`config.mk`:
```
export PLATFORM = sky130hd
export DESIGN_NAME = palette_rle_tile_decoder
export DESIGN_NICKNAME = d
export VERILOG_FILES = /design/src/rtl/core/prtd_pkg.sv /design/src/rtl/core/prtd_front.sv /design/src/rtl/core/prtd_fifo.sv /design/src/rtl/core/prtd_back.sv /design/src/rtl/core/palette_rle_tile_decoder.sv
export SDC_FILE = /design/constraint.sdc
export NUM_CORES = 1
export LEC_CHECK = 0
export BUFFER_PORTS_ARGS = -buffer_cell sky130_fd_sc_hd__buf_4
export CAP_MARGIN = 5
export CORE_UTILIZATION = 35
export CTS_CLUSTER_SIZE = 40
export DETAILED_ROUTE_END_ITERATION = 8
export PLACE_DENSITY = 0.59
export SKIP_LAST_GASP = 1
export SLEW_MARGIN = 20
export SYNTH_ARGS = -nofsm -noshare
export SYNTH_HDL_FRONTEND = slang
export SYNTH_SLANG_ARGS = --single-unit
```
`constraint.sdc`:
```
create_clock -name clk -period 4 [get_ports clk]
set_input_delay 0.2 -clock clk [delete_from_list [all_inputs] [get_ports clk]]
set_output_delay 0.2 -clock clk [all_outputs]
set_load 0.03 [all_outputs]
```
`src/rtl/core/prtd_pkg.sv`:
```
package prtd_pkg;

	localparam int COLOR_W   = 16;
	localparam int RUN_W     = 5;
	localparam int GROUP_W   = 64;
	localparam int NUM_GROUPS = 4;
	localparam int CFG_IDX_W = 2;
	localparam int BYTES_W   = 9;
	localparam logic [BYTES_W-1:0] BYTES_MAX = 9'd256;
	localparam logic [RUN_W-1:0] RUN_FULL = 5'd16;

	typedef logic [NUM_GROUPS-1:0][GROUP_W-1:0] palette_t;

	// one decoded byte waiting for expansion
	typedef struct packed {
		logic [COLOR_W-1:0] color;
		logic [RUN_W-1:0]   run;
	} prtd_cmd_t;

	function automatic logic [COLOR_W-1:0] palette_color(input palette_t pal,
			input logic [3:0] idx);
		logic [GROUP_W-1:0] word;
		logic [5:0]         lsb;
		word = pal[idx[3:2]];
		lsb  = {idx[1:0], 4'b0000};
		return word[lsb +: COLOR_W];
	endfunction

	// high nibble is the run, zero stands for a full run of sixteen
	function automatic logic [RUN_W-1:0] run_length(input logic [3:0] nib);
		return (nib == 4'd0) ? RUN_FULL : {1'b0, nib};
	endfunction

endpackage

```
`src/rtl/core/prtd_front.sv`:
```
module prtd_front
	import prtd_pkg::*;
(
	input  logic                 clk,
	input  logic                 arst_n,
	input  logic                 in_valid,
	output logic                 in_ready,
	input  logic [7:0]           rle_byte,
	input  logic                 cfg_valid,
	input  logic [CFG_IDX_W-1:0] cfg_index,
	input  logic [GROUP_W-1:0]   cfg_data,
	output logic                 push_valid,
	input  logic                 push_ready,
	output prtd_cmd_t            push_cmd
);

	palette_t pal_q;

	always_ff @(posedge clk or negedge arst_n) begin
		if (!arst_n) begin
			pal_q <= '0;
		end else if (cfg_valid) begin
			pal_q[cfg_index] <= cfg_data;
		end
	end

	assign in_ready       = push_ready;
	assign push_valid     = in_valid;
	assign push_cmd.color = palette_color(pal_q, rle_byte[3:0]);
	assign push_cmd.run   = run_length(rle_byte[7:4]);

endmodule

```
`src/rtl/core/prtd_fifo.sv`:
```
module prtd_fifo
	import prtd_pkg::*;
(
	input  logic      clk,
	input  logic      arst_n,
	input  logic      push_valid,
	output logic      push_ready,
	input  prtd_cmd_t push_cmd,
	output logic      pop_valid,
	input  logic      pop_ready,
	output prtd_cmd_t pop_cmd
);

	prtd_cmd_t  mem_q [2];
	logic [1:0] count_q;
	logic       wr_ptr_q;
	logic       rd_ptr_q;
	logic       push;
	logic       pop;

	assign push_ready = (count_q != 2'd2);
	assign pop_valid  = (count_q != 2'd0);
	assign pop_cmd    = mem_q[rd_ptr_q];
	assign push       = push_valid && push_ready;
	assign pop        = pop_valid && pop_ready;

	always_ff @(posedge clk or negedge arst_n) begin
		if (!arst_n) begin
			count_q  <= '0;
			wr_ptr_q <= 1'b0;
			rd_ptr_q <= 1'b0;
		end else begin
			if (push) wr_ptr_q <= ~wr_ptr_q;
			if (pop)  rd_ptr_q <= ~rd_ptr_q;
			if (push && !pop) count_q <= count_q + 2'd1;
			else if (pop && !push) count_q <= count_q - 2'd1;
		end
	end

	always_ff @(posedge clk) begin
		if (push) mem_q[wr_ptr_q] <= push_cmd;
	end

endmodule

```
`src/rtl/core/prtd_back.sv`:
```
module prtd_back
	import prtd_pkg::*;
#(
	parameter int TILE_SIZE = 256
) (
	input  logic               clk,
	input  logic               arst_n,
	input  logic               pop_valid,
	output logic               pop_ready,
	input  prtd_cmd_t          pop_cmd,
	output logic               out_valid,
	input  logic               out_ready,
	output logic [COLOR_W-1:0] pixel_color,
	output logic [7:0]         pixel_position,
	output logic               run_end,
	output logic               tile_end,
	output logic [BYTES_W-1:0] tile_bytes
);

	localparam int PW  = $clog2(TILE_SIZE);
	localparam int PXW = (PW > 8) ? PW : 8;
	localparam logic [PW-1:0] LAST_POS = PW'(TILE_SIZE - 1);

	logic               active_q;
	logic [RUN_W-1:0]   run_left_q;
	logic [COLOR_W-1:0] color_q;
	logic [PW-1:0]      pos_q;
	logic [BYTES_W-1:0] bytes_q;
	logic               out_valid_q;
	logic [COLOR_W-1:0] color_o_q;
	logic [7:0]         pos_o_q;
	logic               run_end_q;
	logic               tile_end_q;
	logic [BYTES_W-1:0] tile_bytes_q;

	logic               can_emit;
	logic               emit;
	logic [RUN_W-1:0]   run_cur;
	logic [COLOR_W-1:0] color_cur;
	logic [BYTES_W-1:0] bytes_cur;
	logic               last_tile;
	logic               last_run;
	logic [PXW-1:0]     pos_ext;

	assign can_emit  = !out_valid_q || out_ready;
	assign emit      = can_emit && (active_q || pop_valid);
	assign pop_ready = can_emit && !active_q;

	// first pixel of a byte comes straight from the queue head
	assign run_cur   = active_q ? run_left_q : pop_cmd.run;
	assign color_cur = active_q ? color_q : pop_cmd.color;
	assign bytes_cur = (active_q || bytes_q == BYTES_MAX) ? bytes_q
		: bytes_q + BYTES_W'(1);
	assign last_tile = (pos_q >= LAST_POS);
	assign last_run  = (run_cur == RUN_W'(1)) || last_tile;
	assign pos_ext   = PXW'(pos_q);

	always_ff @(posedge clk or negedge arst_n) begin
		if (!arst_n) begin
			active_q    <= 1'b0;
			pos_q       <= '0;
			bytes_q     <= '0;
			out_valid_q <= 1'b0;
		end else begin
			if (can_emit) out_valid_q <= emit;
			if (emit) begin
				active_q <= !last_run;
				if (last_tile) begin
					pos_q   <= '0;
					bytes_q <= '0;
				end else begin
					pos_q   <= pos_q + PW'(1);
					bytes_q <= bytes_cur;
				end
			end
		end
	end

	always_ff @(posedge clk) begin
		if (emit) begin
			run_left_q   <= run_cur - RUN_W'(1);
			color_q      <= color_cur;
			color_o_q    <= color_cur;
			pos_o_q      <= pos_ext[7:0];
			run_end_q    <= last_run;
			tile_end_q   <= last_tile;
			tile_bytes_q <= last_tile ? bytes_cur : '0;
		end
	end

	assign out_valid      = out_valid_q;
	assign pixel_color    = color_o_q;
	assign pixel_position = pos_o_q;
	assign run_end        = run_end_q;
	assign tile_end       = tile_end_q;
	assign tile_bytes     = tile_bytes_q;

endmodule

```
`src/rtl/core/palette_rle_tile_decoder.sv`:
```
// path: a byte accepted is written into the queue; the back end takes its first pixel
// from the queue head into the registered output
// throughput: one pixel per cycle from the expansion counter while out_ready does not stall;
// a byte with run n gives n pixels (1 to 16, fewer when the tile ends inside the run); the
// input side runs ahead by up to two bytes in the queue
// reset: arst_n clears the palette, tile position, byte count, queue and output valid
module palette_rle_tile_decoder
	import prtd_pkg::*;
#(
	parameter int TILE_SIZE = 256
) (
	input  logic                 clk,
	input  logic                 arst_n,
	input  logic                 in_valid,
	output logic                 in_ready,
	input  logic [7:0]           rle_byte,
	input  logic                 cfg_valid,
	output logic                 cfg_ready,
	input  logic [CFG_IDX_W-1:0] cfg_index,
	input  logic [GROUP_W-1:0]   cfg_data,
	output logic                 out_valid,
	input  logic                 out_ready,
	output logic [COLOR_W-1:0]   pixel_color,
	output logic [7:0]           pixel_position,
	output logic                 run_end,
	output logic                 tile_end,
	output logic [BYTES_W-1:0]   tile_bytes
);

	logic      push_valid;
	logic      push_ready;
	prtd_cmd_t push_cmd;
	logic      pop_valid;
	logic      pop_ready;
	prtd_cmd_t pop_cmd;

	assign cfg_ready = 1'b1;

	prtd_front u_front (
		.clk        (clk),
		.arst_n     (arst_n),
		.in_valid   (in_valid),
		.in_ready   (in_ready),
		.rle_byte   (rle_byte),
		.cfg_valid  (cfg_valid),
		.cfg_index  (cfg_index),
		.cfg_data   (cfg_data),
		.push_valid (push_valid),
		.push_ready (push_ready),
		.push_cmd   (push_cmd)
	);

	prtd_fifo u_fifo (
		.clk        (clk),
		.arst_n     (arst_n),
		.push_valid (push_valid),
		.push_ready (push_ready),
		.push_cmd   (push_cmd),
		.pop_valid  (pop_valid),
		.pop_ready  (pop_ready),
		.pop_cmd    (pop_cmd)
	);

	prtd_back #(
		.TILE_SIZE (TILE_SIZE)
	) u_back (
		.clk            (clk),
		.arst_n         (arst_n),
		.pop_valid      (pop_valid),
		.pop_ready      (pop_ready),
		.pop_cmd        (pop_cmd),
		.out_valid      (out_valid),
		.out_ready      (out_ready),
		.pixel_color    (pixel_color),
		.pixel_position (pixel_position),
		.run_end        (run_end),
		.tile_end       (tile_end),
		.tile_bytes     (tile_bytes)
	);

endmodule

```
==> results of run 1 <==
==> power groups by stage <==
stage               Combinational (uW)  Sequential, uW  Clock, uW
finish                            2250            5100       3650
global route                      2450            5200       3920
CTS                               2290            5110       3750
detailed placement                2220            5170          0
global placement                  2180            5150          0
floorplan                         1400            5180          0
==> per-layer routing <==
metal	vias to the layer above	GRT usage (%)
met5	-	0
met4	2	4.11
met3	42	3.62
met2	187	26.1
met1	4556	24.1
li1	3855	-
==> stage by stage <==
step           worst slack [ns]  util (%)
2_1_floorplan              1.17         -
3_3_place_gp               1.43      38.8
3_5_place_dp               1.33      38.8
4_1_cts                    1.34      43.3
5_1_grt                    1.08      43.4
6_report                   1.36      43.4
==> sequential cells by signal, indices dropped and copies added, names as in the netlist <==
signal	flops
u_fifo.count_q	2
u_back.tile_bytes	9
u_fifo.rd_ptr_q	1
u_back.pos_ext	8
u_back.tile_end	1
u_back.color_q	16
u_front.pal_q	256
u_back.pixel_position	8
u_back.bytes_q	9
u_back.out_valid	1
u_back.run_left_q	5
u_fifo.wr_ptr_q	1
u_back.run_end	1
u_back.active_q	1
u_fifo.mem_q	42
==> worst min-delay path: stages <==
cell and delay, ns:
sky130_fd_sc_hd__buf_4 0.11, sky130_fd_sc_hd__nand2_1 0.17, sky130_fd_sc_hd__xnor2_1 0.08
==> cell families after synthesis <==
logic type                 count (synthesis)  synth area share [%]
other                                      1                0.0239
AOI/OAI and AO/OA                         28                  1.10
DFF                                      361                  60.2
adders and majority gates                  6                 0.479
and+or+nand+nor                           68                  2.33
muxes                                    363                  32.7
buffers and inverters                     66                  2.19
xor gates and xnor gates                  17                 0.950
==> path summary, 6_finish.rpt <==
path	start	end	slack [ns]	cells past startpoint
worst max-delay path	u_back.active_q	u_back.bytes_q[4]	1.36	6
worst min-delay path	in_valid	u_fifo.wr_ptr_q	0.05	3
worst max register to register	u_back.active_q	u_back.bytes_q[4]	1.36	6
worst min register to register	u_front.pal_q[83]	u_front.pal_q[83]	0.49	1
max in group asynchronous	arst_n	u_front.pal_q[190]	2.59	4
min in group asynchronous	arst_n	u_front.pal_q[133]	0.18	2
==> placed cells by master (no fill, tap or decap), types with 3 or more instances in the layout <==
master and n:
sky130_fd_sc_hd__nand2_1 16, sky130_fd_sc_hd__edfxtp_1 82, sky130_fd_sc_hd__buf_4 123, sky130_fd_sc_hd__a21o_1 3
sky130_fd_sc_hd__ha_1 6, sky130_fd_sc_hd__clkbuf_16 43, sky130_fd_sc_hd__mux4_1 39, sky130_fd_sc_hd__nand3_1 8
sky130_fd_sc_hd__clkbuf_1 4, sky130_fd_sc_hd__o21ai_0 10, sky130_fd_sc_hd__a21oi_1 8, sky130_fd_sc_hd__inv_6 3
sky130_fd_sc_hd__mux2i_1 7, sky130_fd_sc_hd__nand2b_1 7, sky130_fd_sc_hd__dfrtp_1 279, sky130_fd_sc_hd__xnor2_1 11
sky130_fd_sc_hd__diode_2 3, sky130_fd_sc_hd__mux4_2 41, sky130_fd_sc_hd__buf_12 3, sky130_fd_sc_hd__clkinv_2 7
sky130_fd_sc_hd__clkbuf_8 7, sky130_fd_sc_hd__dlygate4sd3_1 70, sky130_fd_sc_hd__nor2_1 10, sky130_fd_sc_hd__mux2_2 276
sky130_fd_sc_hd__xor2_1 6, sky130_fd_sc_hd__clkinv_1 8, sky130_fd_sc_hd__inv_1 10
==> final cells by class <==
class	count	area, um^2
Sequential cell	361	9440
Tap cell	592	741
Inverter	11	41.3
Clock inverter	19	125
Antenna cell	3	7.51
Clock buffer	54	1190
Timing Repair Buffer	198	1730
Multi-Input combinational cell	483	5920
Fill cell	3957	25000
==> Flow_metrics.wiki, run 1 <==
{| class="wikitable"
! Metric !! Value
|-
| Proportion of power drawn by flip-flops and latches || around 46%
|-
| Number of nets at the end of the flow || 1180
|-
| CTS tree || yes
|-
| Count of cells resized by post-cts repair || 0
|-
| Net Count, Synth || just under 1000
|-
| Synth-to-layout area growth || 22.4%
|-
| Ranking of synthesized cells by area || sky130_fd_sc_hd__dfrtp_1, sky130_fd_sc_hd__mux2_2, sky130_fd_sc_hd__edfxtp_1
|-
| Fraction of final layout cells sized beyond drive strength 1 || around 46%
|-
| Clock root buffer || sky130_fd_sc_hd__clkbuf_16
|-
| Worst path top cell family by delay || buffers and inverters
|-
| Total power || 11000 uW
|-
| Height of the die || approximately 210 um
|-
| Placed instance area || ~17000 um^2
|-
| Crit-path max cell delay || around 0.60 ns
|-
| FP Rows || 77
|-
| Number of standard cells in the final layout excluding fillers || approximately 1700
|-
| Final design instance area without fill || approximately 19000 um^2
|-
| Sum of routed wire length over all layers || ~37000 um
|-
| Final-layout setup total negative slack || 0 ns
|-
| Via density || about 5
|-
| Crit Path Class || reg -> reg
|-
| Maximum operating frequency || 378 MHz
|-
| Switching power share of the total || 27.2%
|-
| CTS clk-pin slew, worst paths || ~0.060 ns
|-
| Proportion of synthesized chip area in sequential cells || 60.2%
|-
| Post-route worst hold slack || 0.0550 ns
|-
| Post-Synthesis Mean Instance Area || 17.2 um^2
|-
| Leading post-synthesis cells by instance count || sky130_fd_sc_hd__dfrtp_1, sky130_fd_sc_hd__mux2_2, sky130_fd_sc_hd__edfxtp_1
|-
| Synth Warn # || 0
|-
| Aggregate global routing overflow || 0
|-
| Clock network latency to the later pin of the worst-skew pair || around 0.56 ns
|-
| Maximum clock insertion buffer count || 3
|-
| Class of the tightest hold or removal check || in -> reg
|-
| TritonCTS sink count || ~360
|-
| Final HPWL from detailed placement || around 23000 um
|-
| Final period util || between 60% and 70%
|-
| Cell-internal power || roughly 8000 uW
|-
| Overall via count from detail_route || around 8600
|-
| Post CTS Setup Buffer Count || 0
|-
| Worst endpoint data arrival time || 3.11 ns
|-
| Number of enable flip-flop cells after synthesis || between 80 and 90
|-
| Skew final || between 0.015 and 0.02 ns
|-
| Unrepaired setup endpoints after global routing || no
|-
| Most used flip-flop cell after synthesis || sky130_fd_sc_hd__dfrtp_1
|-
| Detailed Route Iter0 Violations || 435
|-
| Actual slew at the worst max-slew pin || ~1.1 ns
|-
| Total CTS buffers || 40
|-
| Die outline width || approximately 210 um
|-
| Largest net degree at the start of global routing || 129
|-
| Routed length per placed instance || 21.3 um
|-
| Max Slew Vio Count || 0
|-
| DRC || 4
|-
| Synthesized area || roughly 16000 um^2
|-
| Most area-hungry cell type in the Yosys netlist || sky130_fd_sc_hd__dfrtp_1
|-
| Top metal layer carrying routed signals || met5
|-
| Library cell contributing the largest single delay on the critical path || sky130_fd_sc_hd__clkinv_1
|-
| Number of global-route vias before repair || a little over 9000
|-
| Core footprint || 44200 um^2
|-
| Final Setup Violations || 0
|-
| Min Tclk post-route || 2.64 ns
|-
| Proportion of power drawn by combinational gates || 20.4%
|-
| Share of synthesized flip-flops with an asynchronous set or reset || 77.3%
|-
| CTS hold repair buffers || 70
|-
| Met1 layer wirelength in the final routing || 16700 um
|-
| Run status || finished with violations
|-
| Effective utilization at floorplan || between 30% and 40%
|-
| Slew Limit Headroom || 25.3%
|-
| Worst VDD drop || about 0.34 mV
|-
| Crit-path cells || or3_1, nand2_1, clkinv_1, buf_4, o21ai_0, o2bb2ai_1
|-
| Antenna viol nets, final || 0
|-
| Met2 Wirelength || ~17000 um
|-
| Top-level I/O count || between 100 and 150
|-
| Capturing element type of the critical path || register
|-
| Max-capacitance violation count || 0
|-
| Clock network power share || between 30% and 40%
|-
| Final hold violations || 0
|-
| Critical Path Fanout Max || 18
|-
| Cell leakage power || 0.00789 uW
|-
| Number of standard cells after synthesis || 910
|-
| Die Outline Area || 45700 um^2
|-
| Antenna violations before repair || 9
|-
| Total routing usage reported by global routing || around 17%
|-
| First-pass GRT wire length || around 57000 um
|-
| Total length of routed met3 wires || roughly 2500 um
|-
| Power dissipated by switching net loads || between 2000 and 3000 uW
|-
| Most instantiated library cell after synthesis || sky130_fd_sc_hd__dfrtp_1
|-
| Clock H-tree levels || 2
|-
| FF+latch count, synth || 361
|-
| Number of cells after detailed placement || 1574
|-
| Area fraction of the dominant cell type after synthesis || between 40 and 50%
|-
| Port bufs || approximately 120
|-
| Violated checks || DRC
|-
| Pwr dens || between 500 and 600 nW/um^2
|-
| Post-synth cell types || 45
|-
| Initial DRT Pass Iterations || 6
|-
| Required @ worst endpoint || about 4.5 ns
|-
| Element type at the critical path start || register
|-
| Number of buffers and inverters on the critical path || 2
|-
| Final estimated routing congestion in global placement || 0.751
|}
Power figures use the tool's default switching activity.
==> run 2: changes to the inputs <==
--- a/config.mk
+++ b/config.mk
@@ -5,12 +5,13 @@
 export SDC_FILE = /design/constraint.sdc
 export NUM_CORES = 1
 export LEC_CHECK = 0
+export ABC_AREA = 1
 export BUFFER_PORTS_ARGS = -buffer_cell sky130_fd_sc_hd__buf_4
 export CAP_MARGIN = 5
 export CORE_UTILIZATION = 35
 export CTS_CLUSTER_SIZE = 40
 export DETAILED_ROUTE_END_ITERATION = 8
-export PLACE_DENSITY = 0.59
+export PLACE_DENSITY = 0.61
 export SKIP_LAST_GASP = 1
 export SLEW_MARGIN = 20
 export SYNTH_ARGS = -nofsm -noshare
==> constraint.sdc (replaced) <==
create_clock -name clk -period 2.3 [get_ports clk]
set_input_delay 0.115 -clock clk [delete_from_list [all_inputs] [get_ports clk]]
set_output_delay 0.115 -clock clk [all_outputs]
set_load 0.03 [all_outputs]
==> run 2 against run 1 <==
Net effect:
- critical endpoint is now u_back.bytes_q[7]
- flip-flop and latch count did not move
- the run still ends with DRC left
- clock power is 71% higher
- non-clock buffer count increased by 23
- clock skew grew 0.010 ns
- die area increased by 2.4%
- clock-buffer cell count up 8
- via count up 45%
- synthesized area up 2.4%
- synthesized cell count up 99%
- maximum frequency grew 45%
- highest routed layer is now met4
==> Flow_metrics.wiki, run 2 <==
{| class="wikitable"
! Metric !! Value
|-
| Run status || finished with violations
|-
| Violated checks || DRC
|-
| Crit-path max cell delay || 0.41 ns (-0.19 ns)
|-
| Library cell contributing the largest single delay on the critical path || sky130_fd_sc_hd__dfrtp_1
|-
| Setup slack, reg-to-reg || 0.48 ns (-0.88 ns)
|-
| Slew Limit Headroom || 52.6% (+27 points)
|-
| Total CTS buffers || 41 (+2.5%)
|-
| Critical Path Fanout Max || 35 (+17)
|-
| Synthesized area || 16100 um^2 (+2.4%)
|-
| Effective utilization at floorplan || 35.5% (about the same)
|-
| Largest net degree at the start of global routing || 129 (unchanged)
|-
| Min Tclk post-route || 1.82 ns (-0.819 ns)
|-
| First-pass GRT wire length || 64500 um (+13%)
|-
| Clock H-tree levels || 2 (unchanged)
|-
| Number of nets at the end of the flow || 2041 (+73%)
|-
| FP Rows || 78 (+1.3%)
|-
| Cell repeated most along the worst path || sky130_fd_sc_hd__nand2_1
|-
| Number of fill cells || 4437 (+12%)
|-
| Die outline width || 216 um (+1.2%)
|-
| Worst path top cell family by delay || buffers and inverters
|-
| Via density || 4.85 (-3.4%)
|-
| Max Slew Vio Count || 0 (unchanged)
|-
| Detailed Route Iter0 Violations || 949 (+120%)
|-
| Switching power share of the total || 30.7% (+3.5 points)
|-
| Final-layout setup total negative slack || 0 ns (unchanged)
|-
| Clock network latency to the later pin of the worst-skew pair || 0.56 ns (about the same)
|-
| Net Count, Synth || 1898 (+91%)
|-
| Element type at the critical path start || register
|-
| FF+latch count, synth || 361 (unchanged)
|-
| Regs by FF count || u_front.pal_q (256), u_fifo.mem_q (42), u_back.color_q (16)
|-
| Worst VDD drop || 0.628 mV (+87%)
|-
| CTS clk-pin slew, worst paths || 0.06 ns (about the same)
|-
| Synth-to-layout area growth || 21.9%
|-
| Most frequent standard cell in the layout excluding fill and tap cells || sky130_fd_sc_hd__nand2_1
|-
| Worst endpoint data arrival time || 2.29 ns (-0.82 ns)
|-
| CTS tree || yes
|-
| Clock root buffer || sky130_fd_sc_hd__clkbuf_16
|-
| Proportion of power drawn by combinational gates || 21.6% (+1.2 points)
|-
| Terminus of the critical flop-to-flop path || u_back.bytes_q[7]
|-
| Power dissipated by switching net loads || 5860 uW (+96%)
|-
| Area fraction of the dominant cell type after synthesis || 43.5% (-1.0 points)
|-
| Antenna viol nets, final || 0 (unchanged)
|-
| Cell leakage power || 0.00919 uW (+17%)
|-
| Reg with most FFs || u_front.pal_q
|-
| Maximum operating frequency || 549 MHz (+45%)
|-
| Unrepaired setup endpoints after global routing || no
|-
| Top library cells by usage in the layout, fill and taps aside || sky130_fd_sc_hd__nand2_1, sky130_fd_sc_hd__o21ai_0, sky130_fd_sc_hd__dfrtp_1
|-
| Leading post-synthesis cells by instance count || sky130_fd_sc_hd__nand2_1, sky130_fd_sc_hd__o21ai_0, sky130_fd_sc_hd__dfrtp_1
|-
| Timing startpoint of the critical path || u_back.active_q
|-
| Ranking of synthesized cells by area || sky130_fd_sc_hd__dfrtp_1, sky130_fd_sc_hd__edfxtp_1, sky130_fd_sc_hd__nand2_1
|-
| Placed instance area || 17600 um^2 (+2.5%)
|-
| Number of buffers and inverters on the critical path || 4 (+2)
|-
| Total routing usage reported by global routing || 17.4% (+0.56 points)
|-
| Routed length per placed instance || 15.5 um (-28%)
|-
| Max-capacitance violation count || 0 (unchanged)
|-
| Register-to-Register Path Depth || 9 (+3)
|-
| Clock network power share || 32.7% (-0.5 points)
|-
| Actual slew at the worst max-slew pin || 0.711 ns (-0.409 ns)
|-
| Post-route worst hold slack || 0.117 ns (+0.0618 ns)
|-
| Hold Path End || u_fifo.mem_q[0][9]
|-
| Class of the tightest hold or removal check || in -> reg
|-
| Top-level I/O count || 117 (unchanged)
|-
| Crit-path cells || inv_2, nand2_1, nand2_1, inv_1, buf_4, nand2_1, inv_1, nand2_1, o21ai_0
|-
| Final period util || 79.3% (+13 points)
|-
| Most area-hungry cell type in the Yosys netlist || sky130_fd_sc_hd__dfrtp_1
|-
| Final Setup Violations || 0 (unchanged)
|-
| Sum of routed wire length over all layers || 40000 um (+8.9%)
|-
| Number of flip-flops under the largest register name || 256 (unchanged)
|-
| Initial DRT Pass Iterations || 7 (+1)
|-
| Final estimated routing congestion in global placement || 0.795 (+5.9%)
|-
| Port bufs || 115 (unchanged)
|-
| Hold Crit Start || rle_byte[1]
|-
| Proportion of power drawn by flip-flops and latches || 45.8% (-0.5 points)
|-
| Number of cells on the worst hold path || 3 (unchanged)
|-
| Most used flip-flop cell after synthesis || sky130_fd_sc_hd__dfrtp_1
|-
| Number of enable flip-flop cells after synthesis || 82 (unchanged)
|-
| Crit Path Class || reg -> reg
|-
| Post-Synthesis Mean Instance Area || 8.86 um^2 (-49%)
|-
| Maximum clock insertion buffer count || 3 (unchanged)
|-
| Number of antenna diodes || 0 (-3)
|-
| Proportion of synthesized chip area in sequential cells || 58.8% (-1.4 points)
|-
| Required @ worst endpoint || 2.77 ns (-1.70 ns)
|-
| Cell-internal power || 13300 uW (+66%)
|-
| Number of global-route vias before repair || 12011 (+30%)
|-
| Launch point of the worst reg-to-reg path || u_back.active_q
|-
| Height of the die || 216 um (+1.2%)
|-
| Overall via count from detail_route || 12549 (+45%)
|-
| Post CTS Setup Buffer Count || 0 (unchanged)
|-
| Post-synth cell types || 30 (-33%)
|-
| Fraction of final layout cells sized beyond drive strength 1 || 10.9% (-35 points)
|-
| Capturing element type of the critical path || register
|-
| Share of synthesized flip-flops with an asynchronous set or reset || 77.3% (unchanged)
|-
| Synth Warn # || 0 (unchanged)
|-
| Pwr dens || 977 nW/um^2 (+71%)
|-
| Core footprint || 45300 um^2 (+2.4%)
|-
| TritonCTS sink count || 361 (unchanged)
|-
| DRC || 1 (-3)
|-
| Number of standard cells after synthesis || 1813 (+99%)
|-
| Final design instance area without fill || 19600 um^2 (+1.9%)
|-
| Final HPWL from detailed placement || 25600 um (+12%)
|-
| Antenna violations before repair || 0 (-9)
|-
| Aggregate global routing overflow || 0 (unchanged)
|-
| Most instantiated library cell after synthesis || sky130_fd_sc_hd__nand2_1
|-
| Die Outline Area || 46700 um^2 (+2.4%)
|-
| Count of cells resized by post-cts repair || 0 (unchanged)
|-
| Skew final || 0.0265 ns (+0.0101 ns)
|-
| Final hold violations || 0 (unchanged)
|}
run 2: changes by cell type after synthesis, sizes merged, moves of 7 or more:
cell,change
mux2,-276
nand2,+445
nor2,+19
a21oi,+59
mux2i,-7
o211ai,+63
buf,+11
xnor2,-8
clkbuf,+55
mux4,-80
o21ai,+322
nand2b,-7
nand3,+106
inv,+218
run 2: layout make-up:
class | count | area [um^2] | area share, %
clock inverters | 11 | 119 | 0.607
multi-input cells | 1103 | 5220 | 26.7
inverters | 228 | 856 | 4.37
flip-flops and latches | 361 | 9440 | 48.3
repair buffers | 221 | 2020 | 10.3
clock buffers | 62 | 1160 | 5.91
well taps | 600 | 751 | 3.84
run 2: layer usage:
metal | GRT usage (%) | routed length (um)
met5 | 0 | 0
met4 | 5.56 | 853
met3 | 2.58 | 2130
met2 | 27.3 | 18100
met1 | 24.7 | 18900
run 2: how the worst max path moves through the flow:
stage	cells after the start	endpoint
after floorplan	4	u_fifo.mem_q[1][0]
after global placement	7	u_fifo.mem_q[0][14]
after detailed placement	7	u_fifo.mem_q[1][14]
after CTS	7	u_back.bytes_q[6]
after global routing	8	u_back.bytes_q[7]
final	9	u_back.bytes_q[7]
run 2: what timing repair did:
| item | CTS | global route |
|---|---|---|
| hold endpoints to repair | 334 | 0 |
| hold buffers | 71 | 0 |
| endpoints found under the setup margin | 0 | 0 |
run 2: worst reg2reg max path: stages, from the launching register on:
cell and delay [ns]:
sky130_fd_sc_hd__dfrtp_1 0.41, sky130_fd_sc_hd__inv_2 0.14, sky130_fd_sc_hd__nand2_1 0.09, sky130_fd_sc_hd__nand2_1 0.06
sky130_fd_sc_hd__inv_1 0.07, sky130_fd_sc_hd__buf_4 0.37, sky130_fd_sc_hd__nand2_1 0.32, sky130_fd_sc_hd__inv_1 0.14
sky130_fd_sc_hd__nand2_1 0.05, sky130_fd_sc_hd__o21ai_0 0.08
run 2: logic make-up after synthesis:
family / count (synthesis) / synth area share (%)
buffers and inverters: 349 / 8.96
flip-flops: 361 / 58.8
XOR/XNOR: 10 / 0.546
AND/OR/NAND/NOR: 616 / 15.4
AO/OA/AOI/OAI: 470 / 15.7
other: 1 / 0.0234
adder cells (fa/ha/maj): 6 / 0.468
run 2: power by group through the flow:
stage / combinational (uW) / clock (uW) / sequential [uW]
3_5_place_dp: 4090 / 0 / 8850
6_report: 4120 / 6250 / 8750
3_3_place_gp: 3990 / 0 / 8820
4_1_cts: 4190 / 6420 / 8750
5_1_grt: 4720 / 6680 / 8910
2_1_floorplan: 2330 / 0 / 9110
run 2: through the flow:
stage | std cells | utilization (%) | total power [uW] | worst slack, ns
2_1_floorplan | 1813 | - | 11400 | 0.160
3_3_place_gp | 2442 | 38.8 | 12800 | 0.486
3_5_place_dp | 2442 | 38.8 | 12900 | 0.455
4_1_cts | 2586 | 43.2 | 19400 | 0.458
5_1_grt | 2586 | 43.2 | 20300 | 0.265
6_report | 2586 | 43.2 | 19100 | 0.477
